**config.mk**
```make
export PLATFORM = sky130hd
export DESIGN_NAME = servo_status_reply_parser_core
export DESIGN_NICKNAME = d
export VERILOG_FILES = /design/src/hdl/svsrp_pkg.sv /design/src/hdl/svsrp_param_ram.sv /design/src/hdl/svsrp_reporter.sv /design/src/hdl/servo_status_reply_parser_core.sv
export SDC_FILE = /design/constraint.sdc
export NUM_CORES = 1
export LEC_CHECK = 0
export ABC_AREA = 0
export BUFFER_PORTS_ARGS = -buffer_cell sky130_fd_sc_hd__buf_2
export CAP_MARGIN = 20
export CORE_AREA = 8 8 139 173
export DETAILED_ROUTE_END_ITERATION = 12
export DIE_AREA = 0 0 147 181
export GPL_ROUTABILITY_DRIVEN = 0
export GPL_TIMING_DRIVEN = 0
export PLACE_DENSITY = 0.76
export SLEW_MARGIN = 20
export SYNTH_ARGS = -nofsm -noshare
export SYNTH_HDL_FRONTEND = slang
export SYNTH_HIERARCHICAL = 1
export SYNTH_SLANG_ARGS = --single-unit
```
**constraint.sdc**
```tcl
create_clock -name clk -period 6.32 [get_ports clk]
set_input_delay 1.896 -clock clk [delete_from_list [all_inputs] [get_ports clk]]
set_output_delay 1.896 -clock clk [all_outputs]
set_load 0.01 [all_outputs]
```
**src/hdl/svsrp_pkg.sv**
```systemverilog
// Shared types and constants for the servo status reply parser.
// Used by every module of the block; depends on nothing else.
package svsrp_pkg;

    localparam int unsigned PARAM_DEPTH = 14;
    localparam int unsigned PIDX_W      = 4;

    localparam logic [7:0]  MARKER         = 8'hFF;
    localparam logic [3:0]  PARAM_LIMIT    = 4'd14;
    localparam logic [15:0] TIMEOUT_RST    = 16'd4000;
    localparam logic [3:0]  MAX_PARAMS_RST = 4'd4;

    // item opcodes
    localparam logic [1:0] OP_ARM  = 2'd0;
    localparam logic [1:0] OP_BYTE = 2'd1;
    localparam logic [1:0] OP_TICK = 2'd2;

    // reply outcomes
    localparam logic [2:0] OUT_OK        = 3'd0;
    localparam logic [2:0] OUT_TIMEOUT   = 3'd1;
    localparam logic [2:0] OUT_NO_HEADER = 3'd2;
    localparam logic [2:0] OUT_BAD_LEN   = 3'd3;
    localparam logic [2:0] OUT_CHECKSUM  = 3'd4;

    // configuration register indexes
    localparam logic CFG_TIMEOUT    = 1'b0;
    localparam logic CFG_MAX_PARAMS = 1'b1;

    typedef enum logic [2:0] {
        PH_IDLE,
        PH_HUNT,
        PH_ID,
        PH_LEN,
        PH_BODY
    } phase_t;

    typedef enum logic [1:0] {
        RP_IDLE,
        RP_SINGLE,
        RP_READ,
        RP_LOAD
    } rpt_state_t;

    typedef struct packed {
        logic [1:0] opcode;
        logic [7:0] data_byte;
    } cmd_t;

    typedef struct packed {
        logic [2:0] outcome;
        logic [7:0] servo_id;
        logic [7:0] servo_error;
        logic [3:0] param_count;
        logic [3:0] param_index;
        logic [7:0] param_byte;
        logic       last;
    } rpt_t;

    // finished reply handed from the parser to the reporter
    typedef struct packed {
        logic       valid;
        logic [2:0] outcome;
        logic [7:0] servo_id;
        logic [7:0] servo_error;
        logic [3:0] count;
    } launch_t;

endpackage

```
**src/hdl/svsrp_param_ram.sv**
```systemverilog
// Parameter byte store: one write port, one registered read port.
// Depends on svsrp_pkg for depth and index width.
module svsrp_param_ram (
    input  logic                         clk,
    input  logic                         we,
    input  logic [svsrp_pkg::PIDX_W-1:0] waddr,
    input  logic [7:0]                   wdata,
    input  logic                         re,
    input  logic [svsrp_pkg::PIDX_W-1:0] raddr,
    output logic [7:0]                   rdata
);

    logic [7:0] mem [svsrp_pkg::PARAM_DEPTH];

    always_ff @(posedge clk)
    begin
        if (we)
        begin
            mem[waddr] <= wdata;
        end
    end

    always_ff @(posedge clk)
    begin
        if (re)
        begin
            rdata <= mem[raddr];
        end
    end

endmodule

```
**src/hdl/svsrp_reporter.sv**
```systemverilog
// Result sequencer: turns one finished reply into result items, reading
// parameter bytes from the store. Depends on svsrp_pkg.
module svsrp_reporter (
    input  logic                         clk,
    input  logic                         rst_n,
    input  svsrp_pkg::launch_t           launch,
    output logic                         idle,
    output logic                         ram_re,
    output logic [svsrp_pkg::PIDX_W-1:0] ram_raddr,
    input  logic [7:0]                   ram_rdata,
    output logic                         rpt_valid,
    input  logic                         rpt_ready,
    output svsrp_pkg::rpt_t              rpt
);

    svsrp_pkg::rpt_state_t state_reg, state_next;
    logic [2:0]            outcome_reg, outcome_next;
    logic [7:0]            id_reg, id_next;
    logic [7:0]            err_reg, err_next;
    logic [3:0]            count_reg, count_next;
    logic [3:0]            idx_reg, idx_next;
    logic                  rpt_valid_reg, rpt_valid_next;
    svsrp_pkg::rpt_t       rpt_reg, rpt_next;

    logic slot_free;
    logic load_single;
    logic load_param;
    logic last_param;
    logic take;

    assign slot_free  = !rpt_valid_reg || rpt_ready;
    assign last_param = (4'(idx_reg + 4'd1) == count_reg);

    always_comb
    begin
        state_next = state_reg;
        case (state_reg)
            svsrp_pkg::RP_IDLE:
            begin
                if (launch.valid)
                begin
                    if (launch.outcome == svsrp_pkg::OUT_OK && launch.count != 4'd0)
                    begin
                        state_next = svsrp_pkg::RP_READ;
                    end
                    else
                    begin
                        state_next = svsrp_pkg::RP_SINGLE;
                    end
                end
            end
            svsrp_pkg::RP_SINGLE:
            begin
                if (slot_free)
                begin
                    state_next = svsrp_pkg::RP_IDLE;
                end
            end
            svsrp_pkg::RP_READ:
            begin
                state_next = svsrp_pkg::RP_LOAD;
            end
            svsrp_pkg::RP_LOAD:
            begin
                if (slot_free)
                begin
                    state_next = last_param ? svsrp_pkg::RP_IDLE : svsrp_pkg::RP_READ;
                end
            end
            default:
            begin
                state_next = svsrp_pkg::RP_IDLE;
            end
        endcase
    end

    always_comb
    begin
        idle        = (state_reg == svsrp_pkg::RP_IDLE);
        take        = idle && launch.valid;
        ram_re      = (state_reg == svsrp_pkg::RP_READ);
        ram_raddr   = idx_reg;
        load_single = (state_reg == svsrp_pkg::RP_SINGLE) && slot_free;
        load_param  = (state_reg == svsrp_pkg::RP_LOAD) && slot_free;
    end

    always_comb
    begin
        outcome_next   = outcome_reg;
        id_next        = id_reg;
        err_next       = err_reg;
        count_next     = count_reg;
        idx_next       = idx_reg;
        rpt_next       = rpt_reg;
        rpt_valid_next = rpt_valid_reg && !rpt_ready;

        if (take)
        begin
            outcome_next = launch.outcome;
            id_next      = launch.servo_id;
            err_next     = launch.servo_error;
            count_next   = launch.count;
            idx_next     = 4'd0;
        end

        if (load_single)
        begin
            rpt_next.outcome     = outcome_reg;
            rpt_next.servo_id    = id_reg;
            rpt_next.servo_error = err_reg;
            rpt_next.param_count = count_reg;
            rpt_next.param_index = 4'd0;
            rpt_next.param_byte  = 8'd0;
            rpt_next.last        = 1'b1;
            rpt_valid_next       = 1'b1;
        end
        else if (load_param)
        begin
            rpt_next.outcome     = outcome_reg;
            rpt_next.servo_id    = id_reg;
            rpt_next.servo_error = err_reg;
            rpt_next.param_count = count_reg;
            rpt_next.param_index = idx_reg;
            rpt_next.param_byte  = ram_rdata;
            rpt_next.last        = last_param;
            rpt_valid_next       = 1'b1;
            idx_next             = 4'(idx_reg + 4'd1);
        end
    end

    always_ff @(posedge clk or negedge rst_n)
    begin
        if (!rst_n)
        begin
            state_reg     <= svsrp_pkg::RP_IDLE;
            rpt_valid_reg <= 1'b0;
            count_reg     <= 4'd0;
            idx_reg       <= 4'd0;
        end
        else
        begin
            state_reg     <= state_next;
            rpt_valid_reg <= rpt_valid_next;
            count_reg     <= count_next;
            idx_reg       <= idx_next;
        end
    end

    always_ff @(posedge clk)
    begin
        outcome_reg <= outcome_next;
        id_reg      <= id_next;
        err_reg     <= err_next;
        rpt_reg     <= rpt_next;
    end

    assign rpt_valid = rpt_valid_reg;
    assign rpt       = rpt_reg;

    a_read_has_params: assert property (@(posedge clk) disable iff (!rst_n)
        (state_reg == svsrp_pkg::RP_READ) |-> (count_reg != 4'd0))
        else $error("parameter read with empty count");

    a_index_in_range: assert property (@(posedge clk) disable iff (!rst_n)
        (state_reg == svsrp_pkg::RP_LOAD) |-> (idx_reg < count_reg))
        else $error("parameter index past count");

    a_last_ends: assert property (@(posedge clk) disable iff (!rst_n)
        (load_param && last_param) |=> (state_reg == svsrp_pkg::RP_IDLE && rpt_valid_reg))
        else $error("last parameter did not end the reply");

endmodule

```
**src/hdl/servo_status_reply_parser_core.sv**
```systemverilog
// Servo status reply parser. An arm item starts a reply wait; byte items
// are hunted for two 0xFF markers within SYNC_LIMIT bytes, then id, length,
// error byte, parameters and an inverted-sum checksum are taken; tick items
// time out the wait after the configured number of ticks without a byte.
// Arm, byte and tick items are taken only while the result sequencer is
// idle. A finished reply yields one result item for a failure or a reply
// without parameters, otherwise one item per handed-out parameter; each
// parameter byte is read from the registered parameter store and then loaded
// into the output register, and the input holds off until the last result
// item has been loaded. The final result may wait in the output register
// while new items are taken. Parameter storage needs no clearing after reset.
// Depends on svsrp_pkg, svsrp_param_ram and svsrp_reporter.
module servo_status_reply_parser_core #(
    parameter int unsigned MAX_BODY   = 16,
    parameter int unsigned SYNC_LIMIT = 32
) (
    input  logic              clk,
    input  logic              rst_n,
    input  logic              cmd_valid,
    output logic              cmd_ready,
    input  svsrp_pkg::cmd_t   cmd,
    output logic              rpt_valid,
    input  logic              rpt_ready,
    output svsrp_pkg::rpt_t   rpt,
    input  logic              cfg_we,
    input  logic              cfg_index,
    input  logic [15:0]       cfg_wdata
);

    localparam int unsigned HC_W  = $clog2(SYNC_LIMIT + 1);
    localparam int unsigned LEN_W = $clog2(MAX_BODY + 1);
    localparam int unsigned BP_W  = $clog2(MAX_BODY);

    svsrp_pkg::phase_t phase_reg, phase_next;
    logic              prev_marker_reg, prev_marker_next;
    logic [HC_W-1:0]   hunt_count_reg, hunt_count_next;
    logic [7:0]        reply_id_reg, reply_id_next;
    logic [LEN_W-1:0]  reply_len_reg, reply_len_next;
    logic [7:0]        error_reg, error_next;
    logic [BP_W-1:0]   body_pos_reg, body_pos_next;
    logic [7:0]        sum_reg, sum_next;
    logic [15:0]       wait_ticks_reg, wait_ticks_next;
    logic [15:0]       timeout_reg, timeout_next;
    logic [3:0]        max_params_reg, max_params_next;

    svsrp_pkg::launch_t launch;
    logic               rep_idle;
    logic               ram_we;
    logic [3:0]         ram_waddr;
    logic               ram_re;
    logic [3:0]         ram_raddr;
    logic [7:0]         ram_rdata;

    logic        fire;
    logic        active;
    logic        op_arm;
    logic        op_byte;
    logic        op_tick;
    logic [7:0]  b;
    logic [HC_W-1:0] hunt_inc;
    logic        hunt_done;
    logic        hunt_over;
    logic        len_bad;
    logic [7:0]  pos8;
    logic        body_end;
    logic        sum_ok;
    logic [15:0] ticks_inc;
    logic        tick_fail;
    logic [7:0]  nparams;
    logic [3:0]  lim;
    logic [3:0]  count;

    assign cmd_ready = rep_idle;
    assign fire      = cmd_valid && cmd_ready;
    assign active    = (phase_reg != svsrp_pkg::PH_IDLE);
    assign b         = cmd.data_byte;
    assign op_arm    = fire && (cmd.opcode == svsrp_pkg::OP_ARM);
    assign op_byte   = fire && active && (cmd.opcode == svsrp_pkg::OP_BYTE);
    assign op_tick   = fire && active && (cmd.opcode == svsrp_pkg::OP_TICK);

    assign hunt_inc  = HC_W'(hunt_count_reg + 1'b1);
    assign hunt_done = prev_marker_reg && (b == svsrp_pkg::MARKER);
    assign hunt_over = (hunt_inc >= HC_W'(SYNC_LIMIT));
    assign len_bad   = (b < 8'd2) || (b > 8'(MAX_BODY));
    assign pos8      = 8'(body_pos_reg);
    assign body_end  = (8'(pos8 + 8'd1) >= 8'(reply_len_reg));
    assign sum_ok    = (~sum_reg == b);
    assign ticks_inc = (wait_ticks_reg == 16'hFFFF) ? wait_ticks_reg
                                                    : 16'(wait_ticks_reg + 16'd1);
    assign tick_fail = (ticks_inc >= timeout_reg);

    // parameters handed out: min(length - 2, min(max_params, 14))
    assign nparams = 8'(8'(reply_len_reg) - 8'd2);
    assign lim     = (max_params_reg > svsrp_pkg::PARAM_LIMIT) ? svsrp_pkg::PARAM_LIMIT
                                                               : max_params_reg;
    assign count   = (nparams < {4'd0, lim}) ? nparams[3:0] : lim;

    // finished replies
    always_comb
    begin
        launch = '0;
        if (op_byte)
        begin
            case (phase_reg)
                svsrp_pkg::PH_HUNT:
                begin
                    if (!hunt_done && hunt_over)
                    begin
                        launch.valid   = 1'b1;
                        launch.outcome = svsrp_pkg::OUT_NO_HEADER;
                    end
                end
                svsrp_pkg::PH_LEN:
                begin
                    if (len_bad)
                    begin
                        launch.valid   = 1'b1;
                        launch.outcome = svsrp_pkg::OUT_BAD_LEN;
                    end
                end
                svsrp_pkg::PH_BODY:
                begin
                    if (body_end)
                    begin
                        launch.valid = 1'b1;
                        if (sum_ok)
                        begin
                            launch.outcome     = svsrp_pkg::OUT_OK;
                            launch.servo_id    = reply_id_reg;
                            launch.servo_error = error_reg;
                            launch.count       = count;
                        end
                        else
                        begin
                            launch.outcome = svsrp_pkg::OUT_CHECKSUM;
                        end
                    end
                end
                default:
                begin
                    launch = '0;
                end
            endcase
        end
        else if (op_tick && tick_fail)
        begin
            launch.valid   = 1'b1;
            launch.outcome = svsrp_pkg::OUT_TIMEOUT;
        end
    end

    always_comb
    begin
        phase_next = phase_reg;
        if (op_arm)
        begin
            phase_next = svsrp_pkg::PH_HUNT;
        end
        else if (launch.valid)
        begin
            phase_next = svsrp_pkg::PH_IDLE;
        end
        else if (op_byte)
        begin
            case (phase_reg)
                svsrp_pkg::PH_HUNT:
                begin
                    if (hunt_done)
                    begin
                        phase_next = svsrp_pkg::PH_ID;
                    end
                end
                svsrp_pkg::PH_ID:
                begin
                    phase_next = svsrp_pkg::PH_LEN;
                end
                svsrp_pkg::PH_LEN:
                begin
                    phase_next = svsrp_pkg::PH_BODY;
                end
                default:
                begin
                    phase_next = phase_reg;
                end
            endcase
        end
    end

    always_comb
    begin
        prev_marker_next = prev_marker_reg;
        hunt_count_next  = hunt_count_reg;
        reply_id_next    = reply_id_reg;
        reply_len_next   = reply_len_reg;
        error_next       = error_reg;
        body_pos_next    = body_pos_reg;
        sum_next         = sum_reg;
        wait_ticks_next  = wait_ticks_reg;
        timeout_next     = timeout_reg;
        max_params_next  = max_params_reg;
        ram_we           = 1'b0;
        ram_waddr        = 4'(pos8 - 8'd1);

        if (cfg_we)
        begin
            case (cfg_index)
                svsrp_pkg::CFG_TIMEOUT:    timeout_next    = cfg_wdata;
                svsrp_pkg::CFG_MAX_PARAMS: max_params_next = cfg_wdata[3:0];
                default:                   timeout_next    = timeout_reg;
            endcase
        end

        if (op_arm || launch.valid)
        begin
            // drop whatever was in progress
            prev_marker_next = 1'b0;
            hunt_count_next  = '0;
            reply_id_next    = 8'd0;
            reply_len_next   = '0;
            error_next       = 8'd0;
            body_pos_next    = '0;
            sum_next         = 8'd0;
            wait_ticks_next  = 16'd0;
        end
        else if (op_byte)
        begin
            wait_ticks_next = 16'd0;
            case (phase_reg)
                svsrp_pkg::PH_HUNT:
                begin
                    hunt_count_next = hunt_inc;
                    if (!hunt_done)
                    begin
                        prev_marker_next = (b == svsrp_pkg::MARKER);
                    end
                end
                svsrp_pkg::PH_ID:
                begin
                    reply_id_next = b;
                    sum_next      = b;
                end
                svsrp_pkg::PH_LEN:
                begin
                    reply_len_next = LEN_W'(b);
                    sum_next       = 8'(sum_reg + b);
                    body_pos_next  = '0;
                end
                svsrp_pkg::PH_BODY:
                begin
                    if (pos8 == 8'd0)
                    begin
                        error_next = b;
                    end
                    else if (pos8 <= 8'(svsrp_pkg::PARAM_DEPTH))
                    begin
                        ram_we = 1'b1;
                    end
                    sum_next      = 8'(sum_reg + b);
                    body_pos_next = BP_W'(body_pos_reg + 1'b1);
                end
                default:
                begin
                    wait_ticks_next = 16'd0;
                end
            endcase
        end
        else if (op_tick)
        begin
            wait_ticks_next = ticks_inc;
        end
    end

    always_ff @(posedge clk or negedge rst_n)
    begin
        if (!rst_n)
        begin
            phase_reg       <= svsrp_pkg::PH_IDLE;
            prev_marker_reg <= 1'b0;
            hunt_count_reg  <= '0;
            reply_id_reg    <= 8'd0;
            reply_len_reg   <= '0;
            error_reg       <= 8'd0;
            body_pos_reg    <= '0;
            sum_reg         <= 8'd0;
            wait_ticks_reg  <= 16'd0;
            timeout_reg     <= svsrp_pkg::TIMEOUT_RST;
            max_params_reg  <= svsrp_pkg::MAX_PARAMS_RST;
        end
        else
        begin
            phase_reg       <= phase_next;
            prev_marker_reg <= prev_marker_next;
            hunt_count_reg  <= hunt_count_next;
            reply_id_reg    <= reply_id_next;
            reply_len_reg   <= reply_len_next;
            error_reg       <= error_next;
            body_pos_reg    <= body_pos_next;
            sum_reg         <= sum_next;
            wait_ticks_reg  <= wait_ticks_next;
            timeout_reg     <= timeout_next;
            max_params_reg  <= max_params_next;
        end
    end

    svsrp_param_ram u_param_ram (
        .clk   (clk),
        .we    (ram_we),
        .waddr (ram_waddr),
        .wdata (b),
        .re    (ram_re),
        .raddr (ram_raddr),
        .rdata (ram_rdata)
    );

    svsrp_reporter u_reporter (
        .clk       (clk),
        .rst_n     (rst_n),
        .launch    (launch),
        .idle      (rep_idle),
        .ram_re    (ram_re),
        .ram_raddr (ram_raddr),
        .ram_rdata (ram_rdata),
        .rpt_valid (rpt_valid),
        .rpt_ready (rpt_ready),
        .rpt       (rpt)
    );

    a_no_write_while_draining: assert property (@(posedge clk) disable iff (!rst_n)
        ram_we |-> rep_idle)
        else $error("parameter store written while results are read");

    a_body_length_valid: assert property (@(posedge clk) disable iff (!rst_n)
        (phase_reg == svsrp_pkg::PH_BODY) |-> (reply_len_reg >= LEN_W'(2)))
        else $error("body phase with short length");

    a_idle_after_reply: assert property (@(posedge clk) disable iff (!rst_n)
        launch.valid |=> (phase_reg == svsrp_pkg::PH_IDLE))
        else $error("parser not idle after a finished reply");

endmodule
```
==> results of run 1 <==
[layer usage]
metal | vias to the layer above | wire length [microns] | track usage, %
li1 | 3764 | - | -
met1 | 3817 | 10100 | 23.0
met2 | 208 | 12700 | 33.1
met3 | 54 | 1540 | 3.18
met4 | 2 | 663 | 5.81
met5 | - | 8 | 0
[worst reg2reg max path: cells and delay by family, from the launching register on]
kind	cells	cell delay (ps)
and+or+nand+nor	7	2250
AOI/OAI and AO/OA	6	1680
buffers and inverters	3	560
DFF	1	310
adders and majority gates	1	260
[final timing paths]
kind,startpoint,to,slack (ps)
max,wait_ticks_reg[4]$_DFFE_PN0P_,u_param_ram/mem[0][4]$_DFFE_PP_,880
max in group asynchronous,rst_n,timeout_reg[11]$_DFFE_PN1P_,4440
min reg2reg,u_reporter/rpt[4]$_SDFFE_PP0P_,u_reporter/rpt[4]$_SDFFE_PP0P_,430
max reg2reg,wait_ticks_reg[4]$_DFFE_PN0P_,u_param_ram/mem[0][4]$_DFFE_PP_,880
min,u_reporter/rpt[4]$_SDFFE_PP0P_,u_reporter/rpt[4]$_SDFFE_PP0P_,430
min in group asynchronous,rst_n,u_reporter/ram_raddr[0]$_DFF_PN0_,1230
[layout make-up]
type                       count  area share, %
buffer                        50           1.90
timing repair buffer          70           2.73
tap                          279           2.51
clock buffer                  34           4.96
inverter                      34          0.918
multi-input combinational    619           32.7
clock inverter                11           1.13
sequential                   265           53.1
[layout by cell type (no fill, tap or decap), types with 4 or more instances in the layout]
master / count
o21ai_0: 36
o22ai_1: 12
dfstp_2: 7
buf_6: 6
ha_1: 38
nor3_1: 17
nor3b_1: 5
dfxtp_1: 13
mux2_2: 19
dfrtp_1: 83
clkbuf_16: 25
or2_2: 5
nor2_1: 80
a21oi_1: 40
a21o_1: 5
nor2b_1: 5
bufinv_16: 4
clkinv_1: 5
xor2_1: 15
and3_1: 31
nand2b_1: 10
and2_1: 21
a211oi_1: 13
nand4_1: 9
o21a_1: 4
clkbuf_8: 4
buf_2: 82
clkbuf_1: 32
mux4_1: 23
xnor2_1: 23
mux2i_1: 35
inv_1: 33
nand3_1: 29
nand2_1: 87
edfxtp_1: 162
nor3_2: 5
a311oi_1: 5
[per-stage QoR]
step / setup WS [ps] / utilization [%] / hold slack (ps) / std cells
after CTS: 891 / 65.2 / 440 / 1362
after global placement: 407 / 61.0 / 421 / 1316
final: 882 / 65.2 / 434 / 1362
after detailed placement: 636 / 61.2 / 432 / 1317
after floorplan: 1290 / - / 436 / 968
after global routing: 352 / 65.2 / 462 / 1362
[cells by family (layout without fill, tap and decap cells)]
kind of cell	after synthesis	count (layout)	share of synthesized area, %
XOR/XNOR	38	38	2.71
multiplexers	79	79	9.80
AND/OR/NAND/NOR	323	323	12.9
buffers and inverters	84	199	3.18
AO/OA/AOI/OAI	140	140	7.30
flip-flops	265	265	60.0
adder cells (fa/ha/maj)	39	39	4.03
[report_power, final]
part           internal [mW]  total, mW  switching (mW)
clock                  0.925       1.54           0.614
combinational          0.498       1.19           0.689
sequential              2.07       2.18           0.105
==> metrics, run 1 <==
syn nets=1,039; RSZ-0062 raised after global routing=no; number of nets still failing antenna checks after routing=0; Primary FF master, synth=edfxtp_1; cell count of the worst reg-to-reg path=17; Synth top area share=slightly below 40%; Sequential Area=7390 sq um; total track usage=18.8%; IO Port Bufs=69; vias per cell=5.76; fillers=1,549; Worst-Margin Slew=853 ps; die height=roughly 180 microns; # clock sinks=roughly 270; Clk Latency, worst-skew pair=520 ps; largest net degree at the start of global routing=68; standard-cell rows=60; hold path cells=2; # diodes=0; CTS tree=built; synthesized flop and latch total=265; Commonest cells post-synth=162 x edfxtp_1, 87 x nand2_1, 83 x dfrtp_1; Max Cap Violations=0; clock slew at reported path FFs=60 ps; Critical path buffers and inverters=3; final instance area=13,900 sq um; sequential share of the synthesized area=60.0%; CP Capture Type=flop; detailed-route wire length=25,100 microns; Max Slew Vio Count=0; Peak VDD IR=roughly 230 uV; initial antenna violation count=1; Worst Hold Class=flop to flop; clk root buf=clkbuf_16; Yosys top cell by area=edfxtp_1; Synth Cell Area=about 12,000 sq um; Synth area leaders=edfxtp_1 40%, dfrtp_1 17%, mux4_1 4.9%; Max Fclk=0.184 GHz; Post-CTS Setup Inserts=0; critical-path cell with the highest stage delay=nor3_2; Top delay family on crit path=simple AND/OR/NAND/NOR gates; total chip power=4.90 mW; layout overhead on the synthesized area=13.0%; Initial Util=57.7%; area of the multi-input gates=roughly 4600 sq um; EDFF count, synth=~160; Final Cycle Share=86.0%; Post-CTS Resized=0; asr flop ratio synth=34.0%; slowest stage delay, CP=approximately 640 ps; layout cells sized above 1=16.5%; Levels on crit path=17; DRC viols=0; Synth Instances=968; vias in the first global route=7,888; cell breakdown of the critical path=buf_2 -> nand4_1 -> nor4b_1 -> nand2b_1 -> clkbuf_1 -> nand2_1 -> nand2_1 -> ha_1 -> o21ai_0 -> a21oi_1 -> o311ai_0 -> a31oi_1 -> a2111o_1 -> buf_2 -> a2111oi_2 -> or3b_2 -> nor3_2; # hold bufs at CTS=0; P_leak=between 5 and 6 nW; critical path class=flop to flop; Worst setup SP type=flop; full die area=26,600 sq um; die span in x=147 microns; WP data arrival=5590 ps; syn_area_per_cell=~13 sq um; first-pass GRT wire length=40,500 microns; grt ovf=0; # IOs=70; pwr/cell area=353 nW/um^2; Syn. warnings=6; drt wl/cell=18.4 microns; WP data required=6470 ps; First-pass DRT Iterations=4; max reg flops=112; Area after DPL=13,100 sq um; max_slew headroom=between 40% and 50%; fin crit period=5440 ps; Max Fanout on Critical Path=8; hpwl dp=17,000 microns; Final Hold Vio Count=0; clock skew=roughly 11 ps; most numerous cell in the Yosys netlist=edfxtp_1; number of DRC markers in iteration 0=between 400 and 500; status=finished, final reports clean; Inserted Clock Buffers=25; Vias=7,845; deepest clock path buffer count=3; Finish-stage setup viols=0; H-tree lvl count=1; fin nets=~1,100; distinct cell type count after synthesis=67; Core Area=roughly 21,000 sq um; setup TNS=0 ps
Power figures use the tool's default switching activity.
==> inputs of run 2 (changes only) <==
--- a/config.mk
+++ b/config.mk
@@ -8,12 +8,14 @@
 export ABC_AREA = 0
 export BUFFER_PORTS_ARGS = -buffer_cell sky130_fd_sc_hd__buf_2
 export CAP_MARGIN = 20
-export CORE_AREA = 8 8 139 173
+export CELL_PAD_IN_SITES_DETAIL_PLACEMENT = 1
+export CELL_PAD_IN_SITES_GLOBAL_PLACEMENT = 1
+export CORE_AREA = 8 8 150 187
 export DETAILED_ROUTE_END_ITERATION = 12
-export DIE_AREA = 0 0 147 181
+export DIE_AREA = 0 0 158 195
 export GPL_ROUTABILITY_DRIVEN = 0
 export GPL_TIMING_DRIVEN = 0
-export PLACE_DENSITY = 0.76
+export PLACE_DENSITY_LB_ADDON = 0.1
 export SLEW_MARGIN = 20
 export SYNTH_ARGS = -nofsm -noshare
 export SYNTH_HDL_FRONTEND = slang
==> run 2 against run 1 <==
  * Non-clock buffer count unchanged
  * Die area grew 16%
  * Count of clock-buffer cells in the layout down 1
  * Sequential cell count did not move
  * First-iteration DRC count down 23%
  * Largest power group unchanged
  * Highest routed layer is now met4
==> metrics, run 2 (synthesized netlist as in run 1, its figures left out) <==
initial antenna violation count=0 (-1); # clock sinks=265 (unchanged); critical-path cell with the highest stage delay=nor2_1; Finish-stage setup viols=0 (unchanged); vias in the first global route=8,707 (+10%); max_slew headroom=38.8% (-4.2 points); gr busiest metal=met2; CP Capture Type=flop; fillers=2,597 (+68%); Max Cap Violations=0 (unchanged); placed instance count=1,373 (+4.3%); met1 usage=23.1% (+0.037 points); Vias=8,000 (+2.0%); fin nets=1,139 (+0.26%); Setup WS pre-CTS=500 ps (-136 ps); # hold bufs at CTS=0 (unchanged); grt ovf=0 (unchanged); clock skew=28.2 ps (+17.5 ps); Comb pwr share=24.6% (+0.4 points); H-tree lvl count=1 (unchanged); Crit path top cell by count=nor2_1; critical path class=flop to flop; layout cells sized above 1=16.7% (+0.18 points); slowest stage delay, CP=720 ps (+80 ps); Final Hold Vio Count=0 (unchanged); standard-cell rows=65 (+8.3%); full die area=30,800 sq um (+16%); most common library cell in the layout ignoring fill and taps=edfxtp_1; Worst setup SP type=flop; hpwl dp=20,800 microns (+23%); net load switching power=1.51 mW (+7.3%); CTS tree=built; P_leak=5.68 nW (+0.28%); number of nets still failing antenna checks after routing=0 (unchanged); first-pass GRT wire length=46,900 microns (+16%); die span in x=158 microns (+7.5%); layout overhead on the synthesized area=13.8%; PnR worst setup slack=530 ps (-352 ps); Switching Fraction=30.3% (+1.6 points); WP data arrival=5970 ps (+380 ps); Peak VDD IR=196 uV (-14%); IO Port Bufs=69 (unchanged); total track usage=19.6% (+0.80 points); DRC viols=0 (unchanged); pwr/cell area=355 nW/um^2 (+0.82%); largest net degree at the start of global routing=47 (-31%); clk root buf=clkbuf_16; Worst Hold Class=flop to flop; Post-CTS Setup Inserts=0 (unchanged); Core Area=25,000 sq um (+17%); detailed-route wire length=29,400 microns (+17%); First-pass DRT Iterations=4 (unchanged); Max Fanout on Critical Path=8 (unchanged); # diodes=0 (unchanged); status=finished, final reports clean; drt wl/cell=20.7 microns (+12%); Inserted Clock Buffers=28 (+12%); clock slew at reported path FFs=60 ps (about the same); Clk Latency, worst-skew pair=560 ps (+40 ps); Initial Util=49.1% (-8.6 points); GR Util met2=35.2% (+2.1 points); Reg power frac=43.7% (-0.7 points); Final Non-Filler Cells=1,424 (+4.6%); deepest clock path buffer count=3 (unchanged); setup TNS=0 ps (unchanged); Worst-Margin Slew=915 ps (+62.8 ps); Int Pwr=3.47 mW (-0.77%); Max Fclk=0.173 GHz (-6.1%); clock power share=31.7% (+0.3 points); fin crit period=5790 ps (+352 ps); Final Cycle Share=91.6% (+5.6 points); cell breakdown of the critical path=buf_2 -> nand4_1 -> nor2_1 -> and3_1 -> clkbuf_1 -> nand3_1 -> mux2_2 -> ha_1 -> nand2_1 -> nor2_1 -> a211oi_1 -> a31oi_1 -> a2111o_1 -> buf_2 -> a2111oi_2 -> or3b_2 -> nor2_1; Max Slew Vio Count=0 (unchanged); number of DRC markers in iteration 0=327 (-23%); highest-count cells in the layout ignoring fill and taps=162 x edfxtp_1, 87 x nand2_1, 83 x dfrtp_1; # IOs=70 (unchanged); GR Layer Usage met3=2.78% (-0.39 points); Post-CTS Resized=0 (unchanged); RSZ-0062 raised after global routing=no; max reg flops=112 (unchanged); die height=195 microns (+7.7%); Fin Hold WS=438 ps (+3.21 ps); vias per cell=5.62 (-2.5%); WP data required=6500 ps (+30 ps)
-- run 2: changes by cell type in the layout (fill, tap and decap cells not counted) --
| cell | delta |
|---|---|
| clkinv_8 | +1 |
| clkbuf_1 | -1 |
| inv_6 | +1 |
| bufinv_16 | -2 |
| clkinv_1 | +4 |
| clkinv_4 | +1 |
| clkbuf_8 | -3 |
| clkinv_2 | +2 |
| clkbuf_16 | +3 |
-- run 2: critical path, delay by kind of cell (launching register included) --
kind            cells  cell delay (ps)
simple gates        8             2230
compound gates      4             1680
buf+inv             3              580
flops               1              310
fa+ha+maj           1              310
mux                 1              300
-- run 2: routing by layer --
metal  vias up  wire length (microns)  part of all wire (%)
met1      4019                  12000                    41
met2       156                  15200                    52
met3        56                   1260                   4.3
li1       3769                      -                     -
met5         -                      0                     0
met4         0                    945                   3.2
-- run 2: final timing paths --
kind / cells past startpoint / slack [ps] / end / startpoint
min in group asynchronous: 1 / 1290 / wait_ticks_reg[14]$_DFFE_PN0P_ / rst_n
min: 2 / 440 / u_reporter/rpt[8]$_SDFFE_PP0P_ / u_reporter/rpt[8]$_SDFFE_PP0P_
max reg2reg: 17 / 530 / u_param_ram/mem[3][4]$_DFFE_PP_ / wait_ticks_reg[4]$_DFFE_PN0P_
min reg2reg: 2 / 440 / u_reporter/rpt[8]$_SDFFE_PP0P_ / u_reporter/rpt[8]$_SDFFE_PP0P_
max: 17 / 530 / u_param_ram/mem[3][4]$_DFFE_PP_ / wait_ticks_reg[4]$_DFFE_PN0P_
max in group asynchronous: 2 / 4320 / timeout_reg[9]$_DFFE_PN1P_ / rst_n
-- run 2: power by group through the flow --
| stage | clock network (mW) | logic (mW) | registers, mW |
|---|---|---|---|
| 6_report | 1.57 | 1.23 | 2.18 |
| 3_5_place_dp | 0 | 1.25 | 2.21 |
| 2_1_floorplan | 0 | 0.793 | 2.23 |
| 4_1_cts | 1.61 | 1.25 | 2.18 |
| 5_1_grt | 1.66 | 1.35 | 2.20 |
| 3_3_place_gp | 0 | 1.21 | 2.20 |
-- run 2: stage by stage --
| stage | power, mW | cell area, sq um | util [%] |
|---|---|---|---|
| floorplan | 3.03 | 12300 | - |
| global placement | 3.42 | 13100 | 52.2 |
| detailed placement | 3.46 | 13100 | 52.4 |
| CTS | 5.05 | 14000 | 55.9 |
| global route | 5.21 | 14000 | 55.9 |
| finish | 4.98 | 14000 | 55.9 |
-- run 2: layout make-up --
class,instances,area [sq um],area share (%)
sequential,265,7390,52.8
multi-input combinational,619,4550,32.5
clock buffer,33,719,5.14
tap,335,419,2.99
timing repair buffer,70,379,2.71
buffer,50,264,1.89
clock inverter,18,155,1.11
inverter,34,128,0.912
==> inputs of run 3 (changes only) <==
--- a/config.mk
+++ b/config.mk
@@ -10,9 +10,9 @@
 export CAP_MARGIN = 20
 export CELL_PAD_IN_SITES_DETAIL_PLACEMENT = 1
 export CELL_PAD_IN_SITES_GLOBAL_PLACEMENT = 1
-export CORE_AREA = 8 8 150 187
+export CORE_AREA = 8 8 151 189
 export DETAILED_ROUTE_END_ITERATION = 12
-export DIE_AREA = 0 0 158 195
+export DIE_AREA = 0 0 159 197
 export GPL_ROUTABILITY_DRIVEN = 0
 export GPL_TIMING_DRIVEN = 0
 export PLACE_DENSITY_LB_ADDON = 0.1
==> run 3 against run 2 <==
  * Non-clock buffer count stayed put
  * Sequential share of layout area down 0.47 points
  * Utilization down 0.71 points
  * Global-route usage fell by 0.55 points
  * Register-to-register slack gained 150 ps
  * Power is 4.0% higher
  * First-iteration DRC count is the same
  * Setup slack better by 150 ps
  * Final cell count grew 0.42%
  * Combinational power about the same
  * Routed wire length is 0.62% higher
  * Design area increased by 0.90%
  * Critical path type unchanged
  * Largest power group unchanged
==> metrics, run 3 (synthesized netlist as in run 1, its figures left out) <==
# IOs=70 (unchanged); layout cells sized above 1=17.1% (+0.35 points); vias in the first global route=8,599 (-1.2%); H-tree lvl count=1 (unchanged); Final Cycle Share=89.2% (-2.4 points); # clock sinks=265 (unchanged); full die area=31,300 sq um (+1.7%); Worst setup SP type=flop; layout overhead on the synthesized area=14.8%; IO Port Bufs=69 (unchanged); critical path class=flop to flop; most common library cell in the layout ignoring fill and taps=edfxtp_1; Initial Util=48.1% (-1.1 points); Max Cap Violations=0 (unchanged); standard-cell rows=66 (+1.5%); hpwl dp=21,000 microns (+1.1%); Clk Latency, worst-skew pair=530 ps (-30 ps); detailed-route wire length=29,600 microns (+0.62%); drt wl/cell=20.7 microns (+0.20%); PnR worst setup slack=680 ps (+150 ps); largest net degree at the start of global routing=69 (+47%); slowest stage delay, CP=620 ps (-100 ps); clk root buf=clkbuf_16; first-pass GRT wire length=47,500 microns (+1.2%); Setup WS pre-CTS=532 ps (+32.7 ps); P_leak=5.73 nW (+0.93%); Max Fanout on Critical Path=8 (unchanged); Core Area=25,600 sq um (+2.2%); First-pass DRT Iterations=4 (unchanged); hold path cells=2 (unchanged); setup slack, reg-to-reg=680 ps (+150 ps); Max Fclk=0.177 GHz (+2.7%); Post-CTS Resized=0 (unchanged); total track usage=19.0% (-0.55 points); WP data arrival=5800 ps (-170 ps); clock slew at reported path FFs=60 ps (about the same); Post-CTS Setup Inserts=0 (unchanged); die height=197 microns (+1.0%); Levels on crit path=16 (-1); max_slew headroom=39.3% (+0.54 points); die span in x=159 microns (+0.63%); Peak VDD IR=219 uV (+11%); Max Slew Vio Count=0 (unchanged); RSZ-0062 raised after global routing=no; grt ovf=0 (unchanged); Worst Hold Class=flop to flop; placed instance count=1,378 (+0.36%); # diodes=0 (unchanged); fin crit period=5640 ps (-150 ps); # hold bufs at CTS=0 (unchanged); deepest clock path buffer count=3 (unchanged); status=finished, final reports clean; Critical path buffers and inverters=3 (unchanged); vias per cell=5.55 (-1.1%); Vias=7,942 (-0.73%); pwr/cell area=366 nW/um^2 (+3.1%); clock skew=9.16 ps (-19.0 ps); CTS tree=built; setup TNS=0 ps (unchanged); Final Non-Filler Cells=1,430 (+0.42%); critical-path cell with the highest stage delay=nor2_1; Worst-Margin Slew=905 ps (-10.3 ps); highest-count cells in the layout ignoring fill and taps=162 x edfxtp_1, 87 x nand2_1, 83 x dfrtp_1; cell count of the worst reg-to-reg path=16 (-1); Top delay family on crit path=simple AND/OR/NAND/NOR gates; Finish-stage setup viols=0 (unchanged); Inserted Clock Buffers=28 (unchanged); WP data required=6480 ps (-20 ps); cell breakdown of the critical path=buf_2 -> nand4_1 -> nor4b_1 -> nand2b_1 -> clkbuf_1 -> xnor2_1 -> ha_1 -> nor2_1 -> a21oi_1 -> o311ai_0 -> a31oi_1 -> a2111o_1 -> buf_2 -> a2111oi_2 -> or3b_2 -> nor2_1; number of nets still failing antenna checks after routing=0 (unchanged); max reg flops=112 (unchanged); number of DRC markers in iteration 0=327 (unchanged); CP Capture Type=flop; fin nets=1,139 (unchanged); initial antenna violation count=0 (unchanged); DRC viols=0 (unchanged); Final Hold Vio Count=0 (unchanged)
[run 3: changes by cell type in the layout (fill, tap and decap cells not counted), sizes merged]
cell      before  now
inv           35   34
clkinv        14    9
clkinvlp       1    2
clkbuf        60   62
bufinv         2    6
[run 3: worst paths after layout]
path	from	endpoint
max	wait_ticks_reg[4]$_DFFE_PN0P_	u_param_ram/mem[2][7]$_DFFE_PP_
min reg2reg	u_reporter/rpt[7]$_SDFFE_PP0P_	u_reporter/rpt[7]$_SDFFE_PP0P_
min in group asynchronous	rst_n	wait_ticks_reg[15]$_DFFE_PN0P_
min	u_reporter/rpt[7]$_SDFFE_PP0P_	u_reporter/rpt[7]$_SDFFE_PP0P_
max in group asynchronous	rst_n	timeout_reg[11]$_DFFE_PN1P_
max reg2reg	wait_ticks_reg[4]$_DFFE_PN0P_	u_param_ram/mem[2][7]$_DFFE_PP_
[run 3: per-layer routing]
metal / vias to the layer above / global-route usage [%] / wire [microns] / part of all wire (%)
met4: 0 / 5.92 / 724 / 2.4
met5: - / 0 / 0 / 0
met3: 58 / 3.13 / 1180 / 4.0
met2: 150 / 35.7 / 15700 / 53
li1: 3759 / - / - / -
met1: 3975 / 21.8 / 12000 / 41
[run 3: power by group]
group	total, mW	leakage (nW)	internal (mW)	switching, mW
logic	1.24	2.45	0.499	0.741
clock network	1.76	0.476	1.09	0.676
registers	2.17	2.81	2.07	0.104
total	5.18	5.73	3.66	1.52
[run 3: final cells by class]
class | count | area, sq um
Fill cell | 2653 | 11500
Buffer | 50 | 264
Tap cell | 340 | 425
Multi-Input combinational cell | 619 | 4550
Timing Repair Buffer | 70 | 379
Clock buffer | 35 | 748
Sequential cell | 265 | 7390
Inverter | 34 | 128
Clock inverter | 17 | 246
[run 3: worst min-delay path, stage by stage, from the launching register on]
cell and delay, ps:
dfxtp_1 310, nand2_1 50, nand2_1 40
[run 3: stage by stage]
step	hold WS (ps)	utilization, %	power, mW	area (sq um)
2_1_floorplan	436	-	3.03	12300
3_3_place_gp	421	51.1	3.42	13100
3_5_place_dp	428	51.3	3.47	13100
4_1_cts	438	55.2	5.25	14100
5_1_grt	474	55.2	5.42	14100
6_report	433	55.2	5.18	14100
